$ cat src/slipd_pkg.sv
`timescale 1ns / 1ps

package slipd_pkg;

  // SLIP special characters
  localparam logic [7:0] SLIP_END     = 8'hC0;
  localparam logic [7:0] SLIP_ESC     = 8'hDB;
  localparam logic [7:0] SLIP_ESC_END = 8'hDC;
  localparam logic [7:0] SLIP_ESC_ESC = 8'hDD;

  localparam logic [15:0] MIN_LEN_RESET = 16'd20;
  localparam logic [15:0] MAX_LEN_RESET = 16'd1500;
  localparam logic [15:0] LEN_SAT       = 16'hFFFF;

  // Register indexes on the configuration port
  localparam logic REG_MIN_LEN = 1'b0;
  localparam logic REG_MAX_LEN = 1'b1;

  typedef enum logic [1:0] {
    KIND_DATA     = 2'd0,
    KIND_GOOD     = 2'd1,
    KIND_RUNT     = 2'd2,
    KIND_OVERFLOW = 2'd3
  } kind_t;

  typedef struct packed {
    logic [15:0] min_len;
    logic [15:0] max_len;
  } cfg_t;

  typedef struct packed {
    logic        valid;
    kind_t       kind;
    logic [7:0]  data;
    logic [15:0] length;
  } res_t;

endpackage

$ cat src/slip_frame_decoder.sv
`timescale 1ns / 1ps

// SLIP receive deframer.
// s_axis carries raw line bytes, one word per byte. m_axis carries results:
// tuser gives the kind (data, frame good, runt dropped, overflow dropped),
// tdata gives the decoded byte (zero unless kind is data) and the frame
// length (running count for data words, final count otherwise).
// ESC (0xDB) produces no word; an END with an empty frame produces none.
// Min/max frame length live on the APB port at 0x0 and 0x4; write them only
// while the block is idle.
// Path: a byte taken from s_axis goes into the input register, is decoded out
// of it into the output register, and its word is then on m_axis.
// Throughput: one byte per cycle, set by the single decode step between the
// input register and the output register (escape flag plus 16-bit counter).
// When m_axis stalls, the output register holds its word and the input
// register still takes one more byte; s_axis_tready then drops until the
// output drains. Bytes that give no word also wait for the output to drain.
// Reset (rst, synchronous) empties both registers, clears the escape flag
// and the byte count, and restores min 20 / max 1500.

module slip_frame_decoder import slipd_pkg::*; (
  input  logic        clk,
  input  logic        rst,
  // line input
  input  logic        s_axis_tvalid,
  output logic        s_axis_tready,
  input  logic [7:0]  s_axis_tdata,   // [7:0] line_byte
  // decoded output
  output logic        m_axis_tvalid,
  input  logic        m_axis_tready,
  output logic [23:0] m_axis_tdata,   // [7:0] data_byte, [23:8] frame_length
  output logic [1:0]  m_axis_tuser,   // [1:0] result_kind
  // configuration
  input  logic        psel,
  input  logic        penable,
  input  logic        pwrite,
  input  logic [2:0]  paddr,
  input  logic [31:0] pwdata,
  output logic [31:0] prdata,
  output logic        pready
);

  cfg_t cfg;
  res_t res;

  // input register
  logic       in_valid;
  logic [7:0] in_byte;
  // output register
  logic       out_valid;
  res_t       out_res;

  logic out_free, advance;

  slipd_cfg u_cfg (
    .clk     (clk),
    .rst     (rst),
    .psel    (psel),
    .penable (penable),
    .pwrite  (pwrite),
    .paddr   (paddr),
    .pwdata  (pwdata),
    .prdata  (prdata),
    .pready  (pready),
    .cfg     (cfg)
  );

  slipd_decode u_decode (
    .clk       (clk),
    .rst       (rst),
    .advance   (advance),
    .line_byte (in_byte),
    .cfg       (cfg),
    .res       (res)
  );

  // output register can take a new word when empty or draining this cycle
  assign out_free      = !out_valid || m_axis_tready;
  // a byte leaving the input register commits the decode state
  assign advance       = in_valid && out_free;
  assign s_axis_tready = !in_valid || advance;

  always_ff @(posedge clk) begin
    if (rst) begin
      in_valid <= 1'b0;
    end else if (s_axis_tready) begin
      in_valid <= s_axis_tvalid;
    end
  end

  always_ff @(posedge clk) begin
    if (s_axis_tvalid && s_axis_tready) begin
      in_byte <= s_axis_tdata;
    end
  end

  always_ff @(posedge clk) begin
    if (rst) begin
      out_valid <= 1'b0;
    end else if (out_free) begin
      out_valid <= advance && res.valid;
    end
  end

  always_ff @(posedge clk) begin
    if (advance && res.valid) begin
      out_res <= res;
    end
  end

  assign m_axis_tvalid = out_valid;
  assign m_axis_tdata  = {out_res.length, out_res.data};
  assign m_axis_tuser  = out_res.kind;

  a_len_nonzero: assert property (@(posedge clk) disable iff (rst)
    m_axis_tvalid |-> m_axis_tdata[23:8] != 16'd0)
    else $error("result with zero frame length");

  a_data_zero: assert property (@(posedge clk) disable iff (rst)
    m_axis_tvalid && m_axis_tuser != KIND_DATA |-> m_axis_tdata[7:0] == 8'd0)
    else $error("non-data word carries a data byte");

  a_stall_blocks: assert property (@(posedge clk) disable iff (rst)
    in_valid && out_valid && !m_axis_tready |-> !s_axis_tready && !advance)
    else $error("input advanced into a stalled output");

endmodule

$ cat src/slipd_cfg.sv
`timescale 1ns / 1ps

module slipd_cfg import slipd_pkg::*; (
  input  logic        clk,
  input  logic        rst,
  input  logic        psel,
  input  logic        penable,
  input  logic        pwrite,
  input  logic [2:0]  paddr,
  input  logic [31:0] pwdata,
  output logic [31:0] prdata,
  output logic        pready,
  output cfg_t        cfg
);

  logic wr_en;

  assign pready = 1'b1;
  assign wr_en  = psel && penable && pwrite && pready;

  always_ff @(posedge clk) begin
    if (rst) begin
      cfg.min_len <= MIN_LEN_RESET;
      cfg.max_len <= MAX_LEN_RESET;
    end else if (wr_en) begin
      case (paddr[2])
        REG_MIN_LEN: cfg.min_len <= pwdata[15:0];
        REG_MAX_LEN: cfg.max_len <= pwdata[15:0];
        default: ;
      endcase
    end
  end

  always_comb begin
    case (paddr[2])
      REG_MIN_LEN: prdata = {16'd0, cfg.min_len};
      REG_MAX_LEN: prdata = {16'd0, cfg.max_len};
      default:     prdata = 32'd0;
    endcase
  end

endmodule

$ cat src/slipd_decode.sv
`timescale 1ns / 1ps

module slipd_decode import slipd_pkg::*; (
  input  logic       clk,
  input  logic       rst,
  input  logic       advance,
  input  logic [7:0] line_byte,
  input  cfg_t       cfg,
  output res_t       res
);

  logic        escape_pending, escape_pending_next;
  logic [15:0] byte_count, byte_count_next;
  logic        is_payload, is_end;
  logic [7:0]  payload;
  logic [16:0] count_inc;

  assign count_inc = {1'b0, byte_count} + 17'd1;

  always_comb begin
    escape_pending_next = 1'b0;
    is_payload = 1'b0;
    is_end     = 1'b0;
    payload    = line_byte;
    if (escape_pending) begin
      if (line_byte == SLIP_ESC_END) begin
        is_payload = 1'b1;
        payload    = SLIP_END;
      end else if (line_byte == SLIP_ESC_ESC) begin
        is_payload = 1'b1;
        payload    = SLIP_ESC;
      end else begin
        // anything else after ESC closes the frame
        is_end = 1'b1;
      end
    end else if (line_byte == SLIP_END) begin
      is_end = 1'b1;
    end else if (line_byte == SLIP_ESC) begin
      escape_pending_next = 1'b1;
    end else begin
      is_payload = 1'b1;
    end
  end

  always_comb begin
    res             = '0;
    res.kind        = KIND_DATA;
    byte_count_next = byte_count;
    if (is_payload) begin
      res.valid = 1'b1;
      if (count_inc > {1'b0, cfg.max_len}) begin
        res.kind        = KIND_OVERFLOW;
        res.length      = count_inc[16] ? LEN_SAT : count_inc[15:0];
        byte_count_next = 16'd0;
      end else begin
        res.data        = payload;
        res.length      = count_inc[15:0];
        byte_count_next = count_inc[15:0];
      end
    end else if (is_end && byte_count != 16'd0) begin
      res.valid       = 1'b1;
      res.kind        = (byte_count < cfg.min_len) ? KIND_RUNT : KIND_GOOD;
      res.length      = byte_count;
      byte_count_next = 16'd0;
    end
  end

  always_ff @(posedge clk) begin
    if (rst) begin
      escape_pending <= 1'b0;
      byte_count     <= 16'd0;
    end else if (advance) begin
      escape_pending <= escape_pending_next;
      byte_count     <= byte_count_next;
    end
  end

  a_esc_sets_pending: assert property (@(posedge clk) disable iff (rst)
    advance && !escape_pending && line_byte == SLIP_ESC |=> escape_pending)
    else $error("ESC did not set escape_pending");

  a_close_clears_count: assert property (@(posedge clk) disable iff (rst)
    advance && res.valid && res.kind != KIND_DATA |=> byte_count == 16'd0)
    else $error("count not cleared after frame close");

  a_no_result_on_esc: assert property (@(posedge clk) disable iff (rst)
    !escape_pending && line_byte == SLIP_ESC |-> !res.valid)
    else $error("ESC byte produced a result");

endmodule

$ cat config.mk
export PLATFORM = sky130hd
export DESIGN_NAME = slip_frame_decoder
export DESIGN_NICKNAME = d
export VERILOG_FILES = /design/src/slipd_pkg.sv /design/src/slip_frame_decoder.sv /design/src/slipd_cfg.sv /design/src/slipd_decode.sv
export SDC_FILE = /design/constraint.sdc
export NUM_CORES = 1
export LEC_CHECK = 0
export ABC_AREA = 1
export BUFFER_PORTS_ARGS = -buffer_cell sky130_fd_sc_hd__buf_2
export CORE_MARGIN = 3
export CORE_UTILIZATION = 50
export DETAILED_ROUTE_END_ITERATION = 12
export PLACE_DENSITY_LB_ADDON = 0.12
export RECOVER_POWER = 50
export SYNTH_ARGS = -nofsm -noshare
export SYNTH_HDL_FRONTEND = slang
export SYNTH_HIERARCHICAL = 1
export SYNTH_SLANG_ARGS = --single-unit
$ cat constraint.sdc
create_clock -name clk -period 3.43 [get_ports clk]
set_input_delay 0.343 -clock clk [delete_from_list [all_inputs] [get_ports clk]]
set_output_delay 0.343 -clock clk [all_outputs]
set_load 0.01 [all_outputs]
==> run metrics <==
Least-Margin Pin Slew=around 1400 ps; CP bufs+invs=3; worst clock skew=14.9 ps; Max-slew headroom=a little over 9%; largest cells by area after synthesis=dfxtp_1 (20%), edfxtp_1 (20%), nand2_1 (15%); ant diodes=0; GR Util met3=3.24%; gr usage total=21.9%; family with the most delay on the worst path=buffers and inverters; flops & latches, synth=85; fin crit share=89.1%; Detailed Place HPWL=around 9.4 mm; Primary FF master, synth=dfxtp_1; CP Max Fanout=32; yosys warns=6; Avg Inst Size Synth=7.30 µm²; clock buffer depth=2; Die ar.=11600 µm²; first-pass iteration count of the detailed router=5; Final Hold Vio Count=0; Period minus WS final=slightly above 3000 ps; Final ANT Viol Nets=0; hold buffer count at CTS=0; Synth top area share=~20%; count of pins over their slew limit=0; # Post-CTS Setup Buffers=0; Async SR Flop Fraction=0%; top-count cell post-synth=nand2_1; Core Box Area=9910 µm²; # DRC=0; cells along the critical path=clkbuf_1, inv_1, nand2_1, nand2_1, buf_2; crit path DAT=2710 ps; Seq/Total Area, Yosys=between 30% and 40%; # H-tree levels=3; Leak=approximately 2.8 nW; clock root buffer=clkbuf_8; largest area contributor in the netlist=dfxtp_1; layout cells sized above 1=11.1%; DR iter-0 viols=222; Max stage delay on crit path=about 970 ps; PwrDens=346 nW/µm²; GP Congestion=0.879; status=finished, final reports clean; fin nets=861; first-pass GRT wire length=~20 mm; GRT busiest layer=met2; clk slew on worst S/H paths=90 ps; routed len/inst=13.6 µm; initial antenna violation count=0; fin util=between 50% and 60%; Gate Count Post-Synth=around 710; routed via count=4621; die width=108 µm; TNS Setup=0 ps; critical path class=in -> out; grt met2 use=a little under two fifths; Ports=111; Clock Latency Late Sink=360 ps; vias per cell=5.04; Rows=36; most frequent CP cell=nand2_1; Post-synth EDFFs=34; Post-Route WL=12.5 mm; most frequent cells after synthesis=nand2_1 (208), inv_1 (94), nor2_1 (87); largest net degree at the start of global routing=33; post-CTS sizing=0; Cell variety after synth=35; Starting Density=52.2%; fmax=327 MHz; Max VDD drop=0.167 mV; Worst Hold Class=in -> reg; fill count=about 990; # clock sinks=85; number of global-route vias before repair=4458; CP Launch Type=input pin; Finish-stage setup viols=0; synthesis-to-finish area growth=10.2%; total congestion overflow=0; CP Capture Type=output port; TritonCTS clock tree=done; total CTS buffers=9; RSZ-0062 raised after global routing=false; Synth Cell Area=5180 µm²; WP data required=3090 ps; Post-DP Area=5550 µm²; port buffer count=75; max-cap violations=0; post-route cell area=5710 µm²; M1 GR Usage=28.4%; Die Ht=108 µm; slowest cell on the critical path=clkbuf_1
[area by class of cell]
type                       count  area, µm²  area share, %
timing repair buffer          83        397           6.95
sequential                    85       2040           35.8
clock inverter                 6       45.0          0.789
multi-input combinational    499       2540           44.6
tap                          133        166           2.92
inverter                     100        375           6.58
clock buffer                  10        138           2.41
[state kept, by name, summed over array words and instances, names as in the netlist]
register	cells
u_decode/byte_count	16
u_decode/escape_pending	1
m_axis_tuser	2
in_valid	1
m_axis_tvalid	1
m_axis_tdata	24
u_cfg/cfg	32
in_byte	8
[placed cells by master, fill, tap and decap left out, drive strengths merged, types with 3 or more instances in the layout]
cell type  count
inv          101
clkinv         3
nand3         46
ha            33
conb          17
xor2           9
nand4          8
a21oi         33
nand2        213
clkbuf        41
edfxtp        34
nor2          93
o211ai        16
nor3          14
dfxtp         51
buf           52
o21ai         13
[logic make-up (layout without fill, tap and decap cells)]
logic type,count (synthesis),after routing,share of synthesized area (%)
DFF,85,85,39.4
AOI/OAI and AO/OA,64,64,7.40
and+or+nand+nor,376,376,30.9
adders and majority gates,33,33,7.97
buffers and inverters,140,199,12.6
other,2,17,0.145
xor gates and xnor gates,9,9,1.52
[per-layer routing]
metal	wire length (µm)	part of all wire, %
met1	5390	43
met2	6110	49
met3	718	5.8
met4	237	1.9
met5	0	0
[per-stage QoR]
| stage | std cells | power [W] | hold WS [ps] | worst slack, ps |
|---|---|---|---|---|
| 6_report | 916 | 0.00197 | 154 | 375 |
| 5_1_grt | 916 | 0.00207 | 127 | 121 |
| 4_1_cts | 914 | 0.00200 | 133 | 278 |
| 3_5_place_dp | 898 | 0.00134 | 475 | 299 |
| 3_3_place_gp | 898 | 0.00133 | 470 | 366 |
| 2_1_floorplan | 724 | 0.00128 | 412 | 14.9 |
[path summary, 6_finish.rpt]
check / from / to / slack (ps) / cells past startpoint
setup / recovery: paddr[2] / prdata[6] / 380 / 5
hold reg to reg: u_cfg/cfg[3] / u_cfg/cfg[3] / 490 / 2
setup reg to reg: u_decode/byte_count[1] / m_axis_tuser[1] / 410 / 17
hold / removal: s_axis_tdata[7] / in_byte[7] / 150 / 1
[power by group]
part / internal, W / switching [W]
logic: 0.0000678 / 0.000141
registers: 0.00108 / 0.0000194
clock network: 0.000287 / 0.000376
total: 0.00144 / 0.000536
Power figures use the tool's default switching activity.
